--- src/rtl/qwss_pkg.sv ---
// ----------------------------------------------------------------------------
// Quoted word splitter package
// Shared types and constants for the tokenizer front end, queue and back end.
// ----------------------------------------------------------------------------
package qwss_pkg;

  localparam int unsigned MaxSeparators = 8;
  localparam int unsigned SepBytesW     = 64;
  localparam int unsigned SepCountW     = 4;

  localparam logic [7:0] QuoteByte     = 8'h22;
  localparam logic [7:0] BackslashByte = 8'h5C;
  localparam logic [7:0] SpaceByte     = 8'h20;
  localparam logic [7:0] TabByte       = 8'h09;
  localparam logic [7:0] CrByte        = 8'h0D;
  localparam logic [7:0] DelByte       = 8'h7F;

  typedef enum logic [1:0] {
    KindAppend = 2'd0,
    KindClose  = 2'd1,
    KindSep    = 2'd2
  } kind_e;

  typedef enum logic [1:0] {
    CfgSepBytes  = 2'd0,
    CfgSepCount  = 2'd1,
    CfgKeepEmpty = 2'd2
  } cfg_idx_e;

  // One queue entry: an optional close ahead of the main result.
  typedef struct packed {
    logic       close_first;
    kind_e      kind;
    logic [7:0] data;
  } entry_t;

  typedef struct packed {
    logic full;
    logic empty;
  } queue_status_t;

endpackage

--- src/rtl/qwss_front.sv ---
// ----------------------------------------------------------------------------
// Quoted word splitter front end
// Classifies each input byte, keeps parse state and pushes queue entries.
// ----------------------------------------------------------------------------
module qwss_front (
  input  logic                           clk_i,
  input  logic                           rst_ni,
  input  logic                           cfg_we_i,
  input  logic [1:0]                     cfg_idx_i,
  input  logic [qwss_pkg::SepBytesW-1:0] cfg_wdata_i,
  input  logic                           in_valid_i,
  output logic                           in_ready_o,
  input  logic [7:0]                     in_byte_i,
  input  logic                           in_end_i,
  input  qwss_pkg::queue_status_t        q_status_i,
  output logic                           push_o,
  output qwss_pkg::entry_t               push_entry_o
);
  import qwss_pkg::*;

  logic [SepBytesW-1:0] sep_bytes_q;
  logic [SepCountW-1:0] sep_count_q;
  logic                 keep_empty_q;

  logic started_q, started_d;
  logic inq_q, inq_d;
  logic esc_q, esc_d;
  logic dead_q, dead_d;
  logic has_q, has_d;

  logic                 accept;
  logic                 is_ws;
  logic                 is_ctrl;
  logic                 is_sep;
  logic                 emit_close;
  logic [SepCountW-1:0] sep_lim;
  logic                 push;
  entry_t               entry;

  // Configuration registers
  always_ff @(posedge clk_i or negedge rst_ni) begin
    if (!rst_ni) begin
      sep_bytes_q  <= '0;
      sep_count_q  <= '0;
      keep_empty_q <= 1'b0;
    end else if (cfg_we_i) begin
      unique case (cfg_idx_i)
        CfgSepBytes:  sep_bytes_q  <= cfg_wdata_i;
        CfgSepCount:  sep_count_q  <= cfg_wdata_i[SepCountW-1:0];
        CfgKeepEmpty: keep_empty_q <= cfg_wdata_i[0];
        default: ;
      endcase
    end
  end

  assign accept     = in_valid_i && in_ready_o;
  assign in_ready_o = !q_status_i.full;

  assign is_ws   = (in_byte_i == SpaceByte) || (in_byte_i >= TabByte && in_byte_i <= CrByte);
  assign is_ctrl = (in_byte_i < SpaceByte) || (in_byte_i == DelByte);
  assign sep_lim = (sep_count_q > SepCountW'(MaxSeparators)) ?
                   SepCountW'(MaxSeparators) : sep_count_q;
  assign emit_close = keep_empty_q || has_q;

  // Compare against every separator lane in parallel
  always_comb begin
    is_sep = 1'b0;
    for (int i = 0; i < MaxSeparators; i++) begin
      if ((SepCountW'(i) < sep_lim) && (sep_bytes_q[8*i +: 8] == in_byte_i)) begin
        is_sep = 1'b1;
      end
    end
  end

  always_comb begin
    started_d = started_q;
    inq_d     = inq_q;
    esc_d     = esc_q;
    dead_d    = dead_q;
    has_d     = has_q;
    push      = 1'b0;
    entry     = '{close_first: 1'b0, kind: KindAppend, data: in_byte_i};

    if (in_end_i) begin
      push       = emit_close;
      entry.kind = KindClose;
      entry.data = '0;
      started_d  = 1'b0;
      inq_d      = 1'b0;
      esc_d      = 1'b0;
      dead_d     = 1'b0;
      has_d      = 1'b0;
    end else begin
      priority if (is_ctrl && !is_ws) begin
        // drop
      end else if (esc_q) begin
        esc_d = 1'b0;
        has_d = 1'b1;
        push  = 1'b1;
      end else if (in_byte_i == BackslashByte) begin
        esc_d     = 1'b1;
        started_d = 1'b1;
      end else if (in_byte_i == QuoteByte) begin
        started_d = 1'b1;
        if (!inq_q) begin
          inq_d = 1'b1;
        end else begin
          started_d  = 1'b0;
          inq_d      = 1'b0;
          dead_d     = 1'b1;
          has_d      = 1'b0;
          push       = 1'b1;
          entry.kind = KindClose;
          entry.data = '0;
        end
      end else if (is_ws && !inq_q) begin
        dead_d = 1'b0;
        if (started_q) begin
          started_d  = 1'b0;
          push       = emit_close;
          entry.kind = KindClose;
          entry.data = '0;
          has_d      = 1'b0;
        end
      end else if (!is_ws && !inq_q && is_sep) begin
        dead_d            = 1'b0;
        started_d         = 1'b0;
        has_d             = 1'b0;
        push              = 1'b1;
        entry.close_first = emit_close;
        entry.kind        = KindSep;
      end else begin
        if (is_ws || is_sep) begin
          dead_d = 1'b0;
        end
        if (!dead_d) begin
          if (!started_q) begin
            started_d = 1'b1;
            inq_d     = 1'b0;
          end
          has_d = 1'b1;
          push  = 1'b1;
        end
      end
    end
  end

  always_ff @(posedge clk_i or negedge rst_ni) begin
    if (!rst_ni) begin
      started_q <= 1'b0;
      inq_q     <= 1'b0;
      esc_q     <= 1'b0;
      dead_q    <= 1'b0;
      has_q     <= 1'b0;
    end else if (accept) begin
      started_q <= started_d;
      inq_q     <= inq_d;
      esc_q     <= esc_d;
      dead_q    <= dead_d;
      has_q     <= has_d;
    end
  end

  assign push_o       = accept && push;
  assign push_entry_o = entry;

  // An open quote always belongs to a started token
  assert property (@(posedge clk_i) disable iff (!rst_ni) inq_q |-> started_q)
    else $error("open quote without a started token");

endmodule

--- src/rtl/qwss_fifo.sv ---
// ----------------------------------------------------------------------------
// Quoted word splitter queue
// Short register queue that decouples the front end from the back end.
// ----------------------------------------------------------------------------
module qwss_fifo #(
  parameter int unsigned DEPTH = 2
) (
  input  logic                    clk_i,
  input  logic                    rst_ni,
  input  logic                    push_i,
  input  qwss_pkg::entry_t        push_entry_i,
  input  logic                    pop_i,
  output qwss_pkg::entry_t        head_o,
  output qwss_pkg::queue_status_t status_o
);
  import qwss_pkg::*;

  localparam int unsigned PtrW = $clog2(DEPTH);
  localparam int unsigned CntW = $clog2(DEPTH + 1);

  entry_t            slots_q [DEPTH];
  logic [PtrW-1:0]   wr_ptr_q, wr_ptr_d;
  logic [PtrW-1:0]   rd_ptr_q, rd_ptr_d;
  logic [CntW-1:0]   count_q, count_d;

  assign status_o.full  = (count_q == CntW'(DEPTH));
  assign status_o.empty = (count_q == '0);
  assign head_o         = slots_q[rd_ptr_q];

  always_comb begin
    wr_ptr_d = wr_ptr_q;
    rd_ptr_d = rd_ptr_q;
    count_d  = count_q;
    if (push_i) begin
      wr_ptr_d = (wr_ptr_q == PtrW'(DEPTH - 1)) ? '0 : wr_ptr_q + 1'b1;
    end
    if (pop_i) begin
      rd_ptr_d = (rd_ptr_q == PtrW'(DEPTH - 1)) ? '0 : rd_ptr_q + 1'b1;
    end
    if (push_i && !pop_i) begin
      count_d = count_q + 1'b1;
    end else if (pop_i && !push_i) begin
      count_d = count_q - 1'b1;
    end
  end

  always_ff @(posedge clk_i or negedge rst_ni) begin
    if (!rst_ni) begin
      wr_ptr_q <= '0;
      rd_ptr_q <= '0;
      count_q  <= '0;
    end else begin
      wr_ptr_q <= wr_ptr_d;
      rd_ptr_q <= rd_ptr_d;
      count_q  <= count_d;
    end
  end

  always_ff @(posedge clk_i) begin
    if (push_i) begin
      slots_q[wr_ptr_q] <= push_entry_i;
    end
  end

  assert property (@(posedge clk_i) disable iff (!rst_ni) push_i |-> !status_o.full)
    else $error("push into a full queue");

  assert property (@(posedge clk_i) disable iff (!rst_ni) pop_i |-> !status_o.empty)
    else $error("pop from an empty queue");

endmodule

--- src/rtl/qwss_back.sv ---
// ----------------------------------------------------------------------------
// Quoted word splitter back end
// Expands queue entries into one or two results behind an output register.
// ----------------------------------------------------------------------------
module qwss_back (
  input  logic                    clk_i,
  input  logic                    rst_ni,
  input  qwss_pkg::entry_t        head_i,
  input  qwss_pkg::queue_status_t q_status_i,
  output logic                    pop_o,
  output logic                    out_valid_o,
  input  logic                    out_ready_i,
  output qwss_pkg::kind_e         out_kind_o,
  output logic [7:0]              out_byte_o,
  output logic                    out_last_o
);
  import qwss_pkg::*;

  logic       valid_q, valid_d;
  kind_e      kind_q, kind_d;
  logic [7:0] byte_q, byte_d;
  logic       last_q, last_d;
  logic       phase_q, phase_d;
  logic       load;

  assign load = !valid_q || out_ready_i;

  always_comb begin
    valid_d = valid_q;
    kind_d  = kind_q;
    byte_d  = byte_q;
    last_d  = last_q;
    phase_d = phase_q;
    pop_o   = 1'b0;
    if (load) begin
      valid_d = !q_status_i.empty;
      if (head_i.close_first && !phase_q) begin
        // emit the leading close, hold the entry
        kind_d  = KindClose;
        byte_d  = '0;
        last_d  = 1'b0;
        phase_d = !q_status_i.empty;
      end else begin
        kind_d  = head_i.kind;
        byte_d  = head_i.data;
        last_d  = 1'b1;
        phase_d = 1'b0;
        pop_o   = !q_status_i.empty;
      end
    end
  end

  always_ff @(posedge clk_i or negedge rst_ni) begin
    if (!rst_ni) begin
      valid_q <= 1'b0;
      phase_q <= 1'b0;
    end else begin
      valid_q <= valid_d;
      phase_q <= phase_d;
    end
  end

  always_ff @(posedge clk_i) begin
    kind_q <= kind_d;
    byte_q <= byte_d;
    last_q <= last_d;
  end

  assign out_valid_o = valid_q;
  assign out_kind_o  = kind_q;
  assign out_byte_o  = byte_q;
  assign out_last_o  = last_q;

  // A half-served entry stays at the head of the queue
  assert property (@(posedge clk_i) disable iff (!rst_ni) phase_q |-> !q_status_i.empty)
    else $error("split entry lost from queue");

  assert property (@(posedge clk_i) disable iff (!rst_ni) phase_q |-> valid_q && !last_q)
    else $error("split entry without its leading close on the output");

endmodule

--- src/rtl/quoted_word_and_separator_splitter_core.sv ---
// ----------------------------------------------------------------------------
// Quoted word and separator splitter
// Tokenizes a byte stream into append, close and separator results.
// ----------------------------------------------------------------------------
// The block takes one text byte per cycle and streams out token results: an
// append of a byte, a close of the current token, or a one-byte separator
// token. Whitespace ends a token, a configured separator ends it and is sent
// as a token of its own, a backslash makes the next byte literal, double
// quotes group text, and a closing quote ends the token and drops the bytes
// that follow until whitespace or a separator. An item with tlast set is the
// end of string: it flushes the pending token and clears all parse state.
// Throughput is one item per cycle while the queue has room; each item gives
// zero, one or two results and the output side moves one result per cycle
// while m_axis_tready is high, so a separator that also closes a token makes
// two output results. A queue of FIFO_DEPTH entries between the classifier
// and the output stage absorbs the extra result, and the input stalls only
// when the queue is full. Results pass the queue, then the output register.
// Configuration is written through cfg_we_i/cfg_idx_i/cfg_wdata_i while the
// block is idle; index 0 holds the separator bytes, 1 the count in use and
// 2 the keep-empty flag. Writes to any other index are ignored.
// ----------------------------------------------------------------------------
module quoted_word_and_separator_splitter_core #(
  parameter int unsigned FIFO_DEPTH = 2
) (
  input  logic        clk_i,
  input  logic        rst_ni,
  // Configuration write port
  input  logic        cfg_we_i,
  input  logic [1:0]  cfg_idx_i,
  input  logic [63:0] cfg_wdata_i,
  // Input items
  input  logic        s_axis_tvalid,
  output logic        s_axis_tready,
  input  logic [7:0]  s_axis_tdata,   // [7:0] text_byte
  input  logic        s_axis_tlast,   // end_of_string
  // Result items
  output logic        m_axis_tvalid,
  input  logic        m_axis_tready,
  output logic [7:0]  m_axis_tdata,   // [7:0] out_byte
  output logic [1:0]  m_axis_tuser,   // [1:0] kind
  output logic        m_axis_tlast    // last_of_run
);
  import qwss_pkg::*;

  logic          push;
  entry_t        push_entry;
  logic          pop;
  entry_t        head;
  queue_status_t q_status;
  kind_e         out_kind;

  // Front end: classify bytes, track quote, escape and dead-zone state
  qwss_front u_front (
    .clk_i        (clk_i),
    .rst_ni       (rst_ni),
    .cfg_we_i     (cfg_we_i),
    .cfg_idx_i    (cfg_idx_i),
    .cfg_wdata_i  (cfg_wdata_i),
    .in_valid_i   (s_axis_tvalid),
    .in_ready_o   (s_axis_tready),
    .in_byte_i    (s_axis_tdata),
    .in_end_i     (s_axis_tlast),
    .q_status_i   (q_status),
    .push_o       (push),
    .push_entry_o (push_entry)
  );

  // Queue: hold classified entries so each side stalls on its own
  qwss_fifo #(
    .DEPTH (FIFO_DEPTH)
  ) u_fifo (
    .clk_i        (clk_i),
    .rst_ni       (rst_ni),
    .push_i       (push),
    .push_entry_i (push_entry),
    .pop_i        (pop),
    .head_o       (head),
    .status_o     (q_status)
  );

  // Back end: expand each entry into its results, one per cycle while accepted
  qwss_back u_back (
    .clk_i       (clk_i),
    .rst_ni      (rst_ni),
    .head_i      (head),
    .q_status_i  (q_status),
    .pop_o       (pop),
    .out_valid_o (m_axis_tvalid),
    .out_ready_i (m_axis_tready),
    .out_kind_o  (out_kind),
    .out_byte_o  (m_axis_tdata),
    .out_last_o  (m_axis_tlast)
  );

  assign m_axis_tuser = out_kind;

endmodule
--- config.mk ---
export PLATFORM = sky130hd
export DESIGN_NAME = quoted_word_and_separator_splitter_core
export DESIGN_NICKNAME = d
export VERILOG_FILES = /design/src/rtl/qwss_pkg.sv /design/src/rtl/qwss_front.sv /design/src/rtl/qwss_fifo.sv /design/src/rtl/qwss_back.sv /design/src/rtl/quoted_word_and_separator_splitter_core.sv
export SDC_FILE = /design/constraint.sdc
export NUM_CORES = 1
export LEC_CHECK = 0
export BUFFER_PORTS_ARGS = -buffer_cell sky130_fd_sc_hd__buf_2
export CAP_MARGIN = 20
export CORE_ASPECT_RATIO = 0.7
export CORE_MARGIN = 2
export CORE_UTILIZATION = 56
export DETAILED_ROUTE_END_ITERATION = 10
export PLACE_DENSITY = 0.8
export SLEW_MARGIN = 25
export SYNTH_ARGS = -nofsm -noshare
export SYNTH_HDL_FRONTEND = slang
export SYNTH_SLANG_ARGS = --single-unit
--- constraint.sdc ---
create_clock -name clk_i -period 3.1 [get_ports clk_i]
set_clock_uncertainty 0.1 [all_clocks]
set_input_delay 0.62 -clock clk_i [delete_from_list [all_inputs] [get_ports clk_i]]
set_output_delay 0.62 -clock clk_i [all_outputs]
set_load 0.1 [all_outputs]
==> impl_metrics.py <==
metrics = {
    "outcome": {
        "outcome": "complete, no violations",
    },
    "drt": {
        "viasPerCell": 5.57,
        "wl_per_cell_um": 18.0,
        "dr.pass1.iters": 5,
        "drt_iter0_drc": 338,
        "routed_wl_um": 12000,
        "postRouteAntennaNets": 0,
        "vias": 3706,
        "drc": 0,
    },
    "clock_tree": {
        "cts_resized": 0,
        "hold_buffers": 0,
        "cts_buffers": 17,
        "ctsRootBufferMaster": "clkbuf_16",
        "numClockSinks": 113,
        "clkTransAtPathRegs_ns": 0.05,
        "clock_latency_ns": 0.41,
        "ctsHtreeMaxLevel": 4,
        "cts_tree": "built",
        "cts_buffer_depth": 2,
        "postCtsSetupRepairBufs": 0,
    },
    "layout": {
        "postLayoutCellArea_mm2": 0.00677,
        "area_growth_pct": 23.0,
        "fin_nets": 606,
        "drive_gt1_share_pct": 39.3,
        "n_antenna_cell": 0,
        "finalNonFillerCells": 665,
        "layout_commonest_cell": "buf_2",
        "fin_util_pct": 70.4,
        "final_cell_mix": "buf_2, dfrtp_1, mux2_2, xor2_1, edfxtp_1",
    },
    "run": {
        "cap_violations": 0,
    },
    "logic_synthesis": {
        "synth_edf_count": 33,
        "ys_types": 52,
        "yosysTopAreaCell": "dfrtp_1",
        "synth.area.top_cells": "dfrtp_1, edfxtp_1, mux2_2",
        "yosysWarnings": 0,
        "synth_top_area_share_pct": 36.4,
        "ys_seq_area_share_pct": 54.4,
        "synth_nets": 507,
        "synth-seq-cells": 113,
        "synth_area_mm2": 0.00550,
        "synthCells": 426,
        "async_reset_ff_share_pct": 70.8,
        "synth_area_per_cell_um2": 12.9,
        "dominantRegCellSynth": "dfrtp_1",
    },
    "sta": {
        "fin_crit_sh_pct": 87.7,
        "fin_ws_ns": 0.380,
        "grt_setup_unrepaired": "no",
        "finalHoldViolations": 0,
        "worst_slew_pin_slew_ns": 0.721,
        "period_needed_ns": 2.72,
        "setup_viol": 0,
        "slew_viol_final": 0,
        "relSlewSlack_pct": 51.9,
        "timing.fmax_mhz": 368,
    },
    "worst_setup_path": {
        "worstPathRequired_ns": 3.11,
        "crit_fanout": 14,
        "crit_chain": "buf_2 -> nor4b_2 -> o21ba_1 -> o21a_2 -> nor2_1 -> nor4b_1 -> a31o_2 -> nor2b_1 -> buf_4",
        "worst_setup_path_start_kind": "primary input",
        "critPathTopFamily": "simple AND/OR/NAND/NOR gates",
        "critical_path_class": "primary input to register",
        "critPathBufInv": 2,
        "endpoint_kind": "register",
        "slowest_stage": "nor4b_2",
        "r2r-start": "u_front.sep_count_q[2]$_DFFE_PN0P_",
        "critPathArrivalTime_ns": 2.73,
        "cp_slowest_stage_delay_ns": 0.35,
        "startpoint": "s_axis_tdata[5]",
    },
    "floorplanning": {
        "pin_count": 93,
        "die_y_um": 86.9,
        "initial_core_util_pct": 57.2,
        "die_w_um": 122,
        "core.rowCount": 30,
        "core_mm2": 0.00961,
        "die_area_mm2": 0.0106,
    },
    "worst_hold_path": {
        "hp-class": "primary input to asynchronous set/reset pin",
    },
    "pwr": {
        "power_density_mw_per_mm2": 874,
        "ir_worst_vdd_mv": 0.515,
        "leakage_uw": 0.00293,
    },
    "placement": {
        "gp_congestion": 0.833,
        "dpl_cell_area_mm2": 0.00609,
        "pre_cts_slack_ns": -0.00312,
        "placedCellCount": 634,
        "detailed_place_hpwl_um": 8170,
        "portBuffers": 92,
    },
    "global_routing": {
        "grt_pass1_wl_um": 19700,
        "grt_pass1_vias": 3873,
        "grt_usage_pct": 25.0,
        "antenna_found_initial": 0,
        "overflow": 0,
        "grt_start_max_net_pins": 81,
    },
}
==> cell type report <==
| type | instances | area (um^2) |
|---|---|---|
| Clock inverter | 14 | 243 |
| Inverter | 5 | 18.8 |
| Tap cell | 128 | 160 |
| Clock buffer | 17 | 425 |
| Multi-Input combinational cell | 284 | 2340 |
| Timing Repair Buffer | 104 | 582 |
| Sequential cell | 113 | 2990 |
| Fill cell | 679 | 2840 |
==> per-layer routing <==
metal  share of wire [%]  global-route usage, %  up-vias
met5                   0                      0        -
met4                 1.5                   8.46        0
met3                 6.8                   8.44       20
met2                  48                   39.9      127
met1                  44                   32.3     1844
li1                    -                      -     1715
==> stage by stage <==
step                      power [uW]  hold slack [ns]  setup TNS [ns]
after floorplan                 3320            0.224               0
after global placement          3640            0.385               0
after detailed placement        3690            0.387         -0.0286
after CTS                       5950            0.320               0
after global routing            6150            0.204               0
final                           5910            0.141               0
==> registers in the layout (all words and copies together), names as in the netlist <==
name and flops:
u_back.out_last_o 1, u_front.inq_q 1, u_front.has_q 1, u_fifo.wr_ptr_q 1, u_back.out_kind_o 2, u_back.phase_q 1
u_fifo.rd_ptr_q 1, u_front.sep_bytes_q 64, u_back.out_valid_o 1, u_back.out_byte_o 8, u_front.esc_q 1, u_fifo.count_q 2
u_fifo.slots_q 22, u_front.started_q 1, u_front.keep_empty_q 1, u_front.sep_count_q 4, u_front.dead_q 1
==> logic make-up after synthesis <==
| logic type | synth area share (%) |
|---|---|
| AOI/OAI and AO/OA | 4.28 |
| adders and majority gates | 0.227 |
| buffers and inverters | 3.05 |
| and+or+nand+nor | 10.2 |
| xor gates and xnor gates | 11.0 |
| DFF | 54.4 |
| muxes | 16.9 |
==> synthesized netlist by cell type (all sizes together) (2+ instances only) <==
library cell / instances
nand2b: 2
a21oi: 7
nor4b: 3
and3: 2
or3: 4
nand3: 3
mux2i: 14
o21ai: 6
and2: 8
clkbuf: 12
a211oi: 3
inv: 5
nor2: 22
o21a: 2
nand4: 9
dfrtp: 80
nor3b: 2
nand2: 11
nor2b: 4
nand3b: 2
nor4: 10
o211ai: 3
mux2: 70
nor3: 14
o31ai: 3
xor2: 52
edfxtp: 33
buf: 12
xnor2: 17
==> power breakdown <==
| group | leakage (uW) | switching (uW) | internal (uW) |
|---|---|---|---|
| registers | 0.00127 | 229 | 1920 |
| clock network | 0.000323 | 664 | 1570 |
| logic | 0.00133 | 1010 | 527 |
| total | 0.00293 | 1900 | 4010 |
==> path summary, 6_finish.rpt <==
check / to / slack, ns / cells after the start
max: u_fifo.slots_q[0][4]$_DFFE_PP_ / 0.38 / 9
min in group clk_i: u_front.sep_bytes_q[4]$_DFFE_PN0P_ / 0.34 / 2
min reg2reg: u_fifo.wr_ptr_q$_DFFE_PN0P_ / 0.40 / 1
min: u_front.sep_bytes_q[62]$_DFFE_PN0P_ / 0.14 / 1
max reg2reg: u_fifo.count_q[1]$_DFFE_PN0P_ / 0.46 / 8
max in group asynchronous: u_front.keep_empty_q$_DFFE_PN0P_ / 2.26 / 1
Note: power is estimated with default switching activity, not from simulation.
